--- config.mk ---
export PLATFORM = sky130hd
export DESIGN_NAME = dtq_chain
export DESIGN_NICKNAME = d
export VERILOG_FILES = /design/src/rtl/dtq_pkg.sv /design/src/rtl/dtq_cell.sv /design/src/rtl/dtq_chain.sv
export SDC_FILE = /design/constraint.sdc
export NUM_CORES = 2
export LEC_CHECK = 0
export BUFFER_PORTS_ARGS = -buffer_cell sky130_fd_sc_hd__buf_2
export CORE_ASPECT_RATIO = 0.9
export CORE_MARGIN = 8
export CORE_UTILIZATION = 40
export DETAILED_ROUTE_END_ITERATION = 7
export GPL_TIMING_DRIVEN = 0
export SLEW_MARGIN = 20
export SYNTH_ARGS = -nofsm -noshare
export SYNTH_HDL_FRONTEND = slang
export SYNTH_SLANG_ARGS = --single-unit
--- constraint.sdc ---
create_clock -name clk -period 5.5 [get_ports clk]
set_input_delay 0.275 -clock clk [delete_from_list [all_inputs] [get_ports clk]]
set_output_delay 0.275 -clock clk [all_outputs]
set_load 0.02 [all_outputs]
--- src/rtl/dtq_pkg.sv ---
// Deadline timer queue: shared types, codes and constants.
// No dependencies; every other file of the block imports this package.
package dtq_pkg;

  localparam int TIMER_COUNT_DEF = 16;

  localparam int ACT_W     = 2;
  localparam int ID_W      = 4;
  localparam int TIMEOUT_W = 30;
  localparam int TICK_W    = 32;
  localparam int KIND_W    = 2;
  localparam int CFG_W     = 16;

  localparam logic [CFG_W-1:0]  MIN_WAIT_RST = 16'd200;
  localparam logic [TICK_W-1:0] SIGN_BIT     = 32'h8000_0000;

  localparam logic [ACT_W-1:0] ACT_ARM  = 2'd0;
  localparam logic [ACT_W-1:0] ACT_STOP = 2'd1;
  localparam logic [ACT_W-1:0] ACT_POLL = 2'd2;

  localparam logic [KIND_W-1:0] KIND_FIRE = 2'd0;
  localparam logic [KIND_W-1:0] KIND_WAIT = 2'd1;
  localparam logic [KIND_W-1:0] KIND_ACK  = 2'd2;

  typedef enum logic [2:0] {
    ST_IDLE,
    ST_ACK,
    ST_LOAD,
    ST_SETTLE,
    ST_FIRE
  } state_t;

  typedef struct packed {
    logic ins;
    logic pop;
    logic clr;
  } chain_ctl_t;

endpackage

--- src/rtl/dtq_cell.sv ---
// Deadline timer queue: one cell of the sorted chain (valid, key, id).
// Depends on dtq_pkg; instantiated by dtq_chain.
module dtq_cell import dtq_pkg::*; #(
  parameter int IDX_W = 4
) (
  input  logic              clk,
  input  logic              rst_n,
  input  chain_ctl_t        ctl,
  input  logic [TICK_W-1:0] ins_key,
  input  logic [IDX_W-1:0]  ins_id,
  input  logic              prev_cmp,
  input  logic              prev_vld,
  input  logic [TICK_W-1:0] prev_key,
  input  logic [IDX_W-1:0]  prev_id,
  input  logic              next_vld,
  input  logic [TICK_W-1:0] next_key,
  input  logic [IDX_W-1:0]  next_id,
  output logic              vld,
  output logic [TICK_W-1:0] key,
  output logic [IDX_W-1:0]  id,
  output logic              cmp
);

  logic              vld_r;
  logic [TICK_W-1:0] key_r;
  logic [IDX_W-1:0]  id_r;

  // new item belongs ahead of this cell's item (strict: equal keys keep id order)
  assign cmp = !vld_r || (ins_key < key_r);

  always_ff @(posedge clk) begin
    if (!rst_n) begin
      vld_r <= 1'b0;
    end else if (ctl.clr) begin
      vld_r <= 1'b0;
    end else if (ctl.pop) begin
      vld_r <= next_vld;
    end else if (ctl.ins && prev_cmp) begin
      vld_r <= prev_vld;
    end else if (ctl.ins && cmp) begin
      vld_r <= 1'b1;
    end
  end

  always_ff @(posedge clk) begin
    if (ctl.pop) begin
      key_r <= next_key;
      id_r  <= next_id;
    end else if (ctl.ins && prev_cmp) begin
      key_r <= prev_key;
      id_r  <= prev_id;
    end else if (ctl.ins && cmp) begin
      key_r <= ins_key;
      id_r  <= ins_id;
    end
  end

  assign vld = vld_r;
  assign key = key_r;
  assign id  = id_r;

endmodule

--- src/rtl/dtq_chain.sv ---
// Deadline timer queue: row of sorting cells, smallest key at the head.
// Depends on dtq_pkg and dtq_cell.
module dtq_chain import dtq_pkg::*; #(
  parameter int TIMER_COUNT = TIMER_COUNT_DEF,
  parameter int IDX_W       = 4
) (
  input  logic              clk,
  input  logic              rst_n,
  input  chain_ctl_t        ctl,
  input  logic [TICK_W-1:0] ins_key,
  input  logic [IDX_W-1:0]  ins_id,
  output logic              head_vld,
  output logic [TICK_W-1:0] head_key,
  output logic [IDX_W-1:0]  head_id
);

  logic              vld [TIMER_COUNT];
  logic [TICK_W-1:0] key [TIMER_COUNT];
  logic [IDX_W-1:0]  id  [TIMER_COUNT];
  logic              cmp [TIMER_COUNT];

  for (genvar i = 0; i < TIMER_COUNT; i++) begin : g_cell
    logic              p_cmp;
    logic              p_vld;
    logic [TICK_W-1:0] p_key;
    logic [IDX_W-1:0]  p_id;
    logic              n_vld;
    logic [TICK_W-1:0] n_key;
    logic [IDX_W-1:0]  n_id;

    if (i == 0) begin : g_first
      assign p_cmp = 1'b0;
      assign p_vld = 1'b0;
      assign p_key = '0;
      assign p_id  = '0;
    end else begin : g_mid
      assign p_cmp = cmp[i-1];
      assign p_vld = vld[i-1];
      assign p_key = key[i-1];
      assign p_id  = id[i-1];
    end

    if (i == TIMER_COUNT - 1) begin : g_last
      assign n_vld = 1'b0;
      assign n_key = '0;
      assign n_id  = '0;
    end else begin : g_body
      assign n_vld = vld[i+1];
      assign n_key = key[i+1];
      assign n_id  = id[i+1];
    end

    dtq_cell #(.IDX_W(IDX_W)) u_cell (
      .clk      (clk),
      .rst_n    (rst_n),
      .ctl      (ctl),
      .ins_key  (ins_key),
      .ins_id   (ins_id),
      .prev_cmp (p_cmp),
      .prev_vld (p_vld),
      .prev_key (p_key),
      .prev_id  (p_id),
      .next_vld (n_vld),
      .next_key (n_key),
      .next_id  (n_id),
      .vld      (vld[i]),
      .key      (key[i]),
      .id       (id[i]),
      .cmp      (cmp[i])
    );
  end

  assign head_vld = vld[0];
  assign head_key = key[0];
  assign head_id  = id[0];

endmodule

======== Yosys cells after proc, flatten, opt, wreduce, memory -nomap -nowiden ========
Cells that the tools add are included.
word-level totals
  flip-flop bits (word level) ............. 592
  bits of input ports ..................... 41
  output and inout bits ................... 37
  word-level logic and storage cells ...... 269
cells by class
  magnitude comparators ................... 16
  multiplexer cells ....................... 138
  bitwise logic cells ..................... 1
  reduce and logical (&&, ||, !) cells .... 66
operators by type and width
  operator                     count
  32-bit 2-to-1 mux            46
  32-bit less-than comparator  16
  4-bit 2-to-1 mux             46
  1-bit 2-to-1 mux             46
  3-bit nonzero test           14
  1-bit logical AND            16
  1-bit logical NOT            16
  1-bit logical OR             16
  2-bit nonzero test           2
  3-bit OR reduction           1
  2-bit OR reduction           1
  1-bit NOT                    1

======== Longest topological paths before layout ========
  depth in word-level cells ............... 6
  depth in mapped cells ................... 12
  depth with buffers taken out ............ 9

======== Modules after synthesis ========
From an unflattened synthesis, not the netlist that was laid out.
second synthesis, totals
  cell total of the unflattened synthesis .. 4369
  area, all modules ....................... 42284.3 sq um
modules (own cells, without submodules)
  module     times used  cells an instance  area each (sq um)
  dtq_cell   16          273                2642.5
  dtq_chain  1           1                  3.8

======== Worst setup path before layout ========
No wires, ideal clock.
  path kind ............................... register to register
  from .................................... register g_cell[5].u_cell.key_r[27]
  to ...................................... register g_cell[5].u_cell.id_r[0] (enable)
  data arrival time ....................... 4.362 ns
  required time ........................... 5.021 ns
  path slack .............................. 0.659 ns
  cell stages (with the launch flop) ...... 10
  clock period less this slack ............ 4.841 ns
  path through ............................ edfxtp_1 -> inv_1 -> ha_1 -> a2111oi_0 -> o21ai_0 -> a221oi_1 -> o31ai_1 -> a21oi_1 -> a21oi_1 -> o21ai_0
on the way
  longest elaborated chain between the ends .. 4
RTL lines
  element                       RTL line        RTL
  start: declaration            dtq_cell.sv:25  logic [TICK_W-1:0] key_r;
  start signal: assignment      dtq_cell.sv:47  key_r <= next_key;
  start signal: assignment      dtq_cell.sv:50  key_r <= prev_key;
  start signal: assignment      dtq_cell.sv:53  key_r <= ins_key;
  32-bit less-than comparator   dtq_cell.sv:29  assign cmp = !vld_r || (ins_key < key_r);
  1-bit logical OR              dtq_cell.sv:29
  1-bit logical AND             dtq_cell.sv:52  end else if (ctl.ins && cmp) begin
  3-bit nonzero test (no line)  n/a
  end signal: assignment        dtq_cell.sv:48  id_r <= next_id;
  end signal: assignment        dtq_cell.sv:51  id_r <= prev_id;
  end signal: assignment        dtq_cell.sv:54  id_r <= ins_id;
  end: declaration              dtq_cell.sv:26  logic [IDX_W-1:0] id_r;
No other way between the ends.
A chain may end at the register's enable or synchronous reset.

======== Final worst setup path ========
  from .................................... register g_cell[6].u_cell.key_r[31]
  to ...................................... register g_cell[6].u_cell.key_r[8] (enable)
on the way
  longest elaborated chain between the ends .. 4
RTL lines
  element                       RTL line
  start: declaration            dtq_cell.sv:25
  start signal: assignment      dtq_cell.sv:47
  start signal: assignment      dtq_cell.sv:50
  start signal: assignment      dtq_cell.sv:53
  32-bit less-than comparator   dtq_cell.sv:29
  1-bit logical OR              dtq_cell.sv:29
  1-bit logical AND             dtq_cell.sv:52
  3-bit nonzero test (no line)  n/a
No other way between the ends.

==> reports/qor.yml <==
status: "finished, final reports clean"
die_height_um: 333
hold_buffers: 0
yosys_register_bits: 592
rr_startpoint: "g_cell[6].u_cell.key[31]$_DFFE_PP_"
synth-xor-area-share_pct: 0
max-vdd-ir-drop_mv: 0.208
grt_start_max_net_pins: 37
antenna_found_initial: 5
worst-r2r-cell-count: 14
path_class: "reg2reg"
power_frac_seq_pct: 40.4
finalSetupViolCount: 0
cpPeakStageDelay_ps: 610
sw_frac_of_total_pct: 37.4
hp-class: "in2reg"
cts_made_buffers: 72
cts_setup_buffers: 0
num_io_pins: 78
combinationalPowerShare_pct: 32.8
start_kind: "flip-flop"
period_needed_ps: 5000
cts_sinks: 592
grt.overflow.total: 0
drv_cap: 0
crit_family: "simple AND/OR/NAND/NOR gates"
drtIter0Drc: 5424
wl_per_cell_um: 27.8
tritoncts: "yes"
worstPathRequired_ps: 5890
fin_cells: 6444
hold_viol: 0
synthCells: 4742
clkPwrFrac_pct: 26.8
cts.repair.resized: 0
drv_slew: 0
dp_cells: 6309
cts_max_level: 3
grt_pass1_vias: 39100
holdPathStages: 4
min_period_over_period_pct: 90.9
final_cell_area_sq_um: 49400
p_sw_mw: 6.65
vias_per_cell: 6.39
clock_latency_ps: 650
gp_congestion: 0.952
gr-usage-all-layers_pct: 28.0
clock_skew_ps: 23.9
buffer_ports.inserted: 76
seq_area_frac_synth_pct: 38.7
p_int_mw: 11.1
path_buf_inv: 6
crit_chain: "inv_1, ha_1, nand4_1, nor3_1, nand2_1, nor2_1, o2111ai_1, buf_2, nand2_4, buf_2, o211ai_1, buf_4, buf_4, buf_4"
avgSynthCellArea_sq_um: 9.40
clockBufferDepth: 3
dieArea_sq_um: 122000
r2r_end: "g_cell[6].u_cell.key[8]$_DFFE_PP_"
powerDensity_nw_per_um2: 360
postRouteAntennaNets: 0
synth_cell_types: 83
grt_pass1_wl_mm: 262
p_leak_nw: 20.4
cts_root_buf: "clkbuf_16"
min_to: "g_cell[1].u_cell.id[2]$_DFFE_PP_"
dp_hpwl_mm: 140
synth-main-ff-cell: "edfxtp_1"
max_freq_ghz: 0.200
worst_pin_slew_ps: 1270
dr_total_vias: 41200
muxShareOfSynthArea_pct: 4.99
nets: 5446
async_flop_share_pct: 0
ys_warn_count: 0
nFillCells: 11000
placed_area_sq_um: 47200
syn_to_final_growth_pct: 10.9
fp-row-count: 116
postLayoutCoreUtil_pct: 44.6
synth_compound_area_share_pct: 22.8
wirelength_mm: 179
cp.arrival_ps: 5390
synthAdderAreaFrac_pct: 13.9
synth_edf_count: 540
reg2reg_slack_ps: 500
rsz0062_at_grt: "no"
path_clk_slew_ps: 60
core_area_sq_um: 111000
layout-drive-gt1-share_pct: 8.94
crit_fanout: 10
fp.dieW_um: 368
synth_top_family_by_area: "compound AO/OA/AOI/OAI gates"
drt_pre_antenna_iters: 7
tns_ps: 0
start_util_pct: 40.2
netlist_area_sq_um: 44600
hp-start: "ins_id[2]"
route.detailed.drc: 0
slew_headroom_pct: 15.4
cp_common_cell: "buf_4"
end_kind: "flip-flop"
cp_slowest_cell: "o2111ai_1"
syn_nets: 5279
synth-simple-area-share_pct: 11.7
fin_hold_ws_ps: 347
## through the flow
stage          power [mW]  setup WS [ps]
4_1_cts              17.6            875
6_report             17.8            501
3_5_place_dp         12.9            506
5_1_grt              18.6            461
2_1_floorplan        10.8            659
3_3_place_gp         12.7          -1870
## state kept, by name (all words and copies together), names as in the netlist
name,flops
g_cell.u_cell.key,512
g_cell.u_cell.id,64
g_cell.u_cell.vld,16
## cell type report
| type | count | area [sq um] | area share (%) |
|---|---|---|---|
| Buffer | 341 | 1600 | 3.23 |
| Clock inverter | 23 | 143 | 0.289 |
| Tap cell | 1475 | 1850 | 3.74 |
| Sequential cell | 592 | 17300 | 34.9 |
| Timing Repair Buffer | 93 | 676 | 1.37 |
| Inverter | 517 | 1940 | 3.93 |
| Clock buffer | 109 | 2060 | 4.18 |
| Multi-Input combinational cell | 3292 | 23900 | 48.3 |
| Antenna cell | 2 | 5.00 | 0.0101 |
## worst register-to-register path, stage by stage (launching register included)
cell       delay, ps
edfxtp_1         440
inv_1             70
ha_1             340
nand4_1          170
nor3_1           580
nand2_1          110
nor2_1           510
o2111ai_1        610
buf_2            420
nand2_4          210
buf_2            310
o211ai_1         300
buf_4            310
buf_4            190
buf_4            180
## worst max path at each step
stage	from	end	slack, ps	depth (start not counted)
final	g_cell[6].u_cell.key[31]$_DFFE_PP_	g_cell[6].u_cell.key[8]$_DFFE_PP_	500	14
after global routing	g_cell[6].u_cell.key[31]$_DFFE_PP_	g_cell[6].u_cell.key[10]$_DFFE_PP_	460	14
after CTS	g_cell[6].u_cell.key[31]$_DFFE_PP_	g_cell[6].u_cell.key[8]$_DFFE_PP_	870	14
after detailed placement	ins_key[31]	g_cell[6].u_cell.key[10]$_DFFE_PP_	510	14
after global placement	ins_key[11]	g_cell[5].u_cell.key[11]$_DFFE_PP_	-1870	9
after floorplan	g_cell[5].u_cell.key[27]$_DFFE_PP_	g_cell[5].u_cell.id[0]$_DFFE_PP_	660	9
## routing by layer
| layer | vias to the layer above | track usage [%] | share of wire [%] |
|---|---|---|---|
| li1 | 18200 | - | - |
| met1 | 20100 | 38.9 | 42 |
| met2 | 2402 | 41.3 | 42 |
| met3 | 479 | 6.55 | 11 |
| met4 | 4 | 12.2 | 5.1 |
| met5 | - | 0 | 0.013 |
## logic make-up after synthesis
family,after synthesis
compound gates,1476
simple gates,1098
buf+inv,858
flops,592
fa+ha+maj,496
mux,222
## cells in the mapped netlist, drive strengths merged, types with 6 or more instances
| cell | number | area [sq um] |
|---|---|---|
| and4 | 56 | 490 |
| a31oi | 11 | 68.8 |
| and2 | 6 | 40.0 |
| nor3 | 90 | 455 |
| nor2 | 164 | 616 |
| o31ai | 41 | 313 |
| nand2 | 496 | 1870 |
| a21oi | 235 | 1300 |
| a221o | 55 | 551 |
| a2111oi | 12 | 124 |
| nor2b | 56 | 350 |
| a211oi | 65 | 488 |
| a21o | 82 | 616 |
| o221ai | 98 | 983 |
| o21ai | 499 | 2500 |
| nor3b | 9 | 72.6 |
| nand3 | 102 | 521 |
| o221a | 71 | 800 |
| o22ai | 108 | 676 |
| and3 | 6 | 37.5 |
| or2 | 6 | 37.5 |
| inv | 517 | 1940 |
| nand4 | 59 | 369 |
| edfxtp | 540 | 16200 |
| clkbuf | 240 | 901 |
| dfxtp | 52 | 1040 |
| o211ai | 26 | 200 |
| o21a | 22 | 165 |
| nor4 | 16 | 115 |
| ha | 496 | 6210 |
| nand2b | 19 | 119 |
| a221oi | 11 | 96.3 |
| buf | 101 | 681 |
| mux2i | 222 | 2220 |
| o311ai | 97 | 850 |
## power groups by stage
stage | Combinational [mW] | Sequential, mW | Clock [mW]
after floorplan | 3.89 | 6.88 | 0
final | 5.83 | 7.19 | 4.77
after global routing | 6.42 | 7.28 | 4.91
after detailed placement | 5.63 | 7.25 | 0
after global placement | 5.42 | 7.27 | 0
after CTS | 5.67 | 7.17 | 4.74
## layout by cell type (no fill, tap or decap), drive strengths merged, types with 98 or more instances in the layout
cell / n
nand2: 496
a21oi: 235
o221ai: 98
nor2: 164
ha: 496
buf: 193
mux2i: 222
nand3: 102
clkbuf: 350
o22ai: 108
o21ai: 499
inv: 520
edfxtp: 540
(Power assumes the default switching activity.)
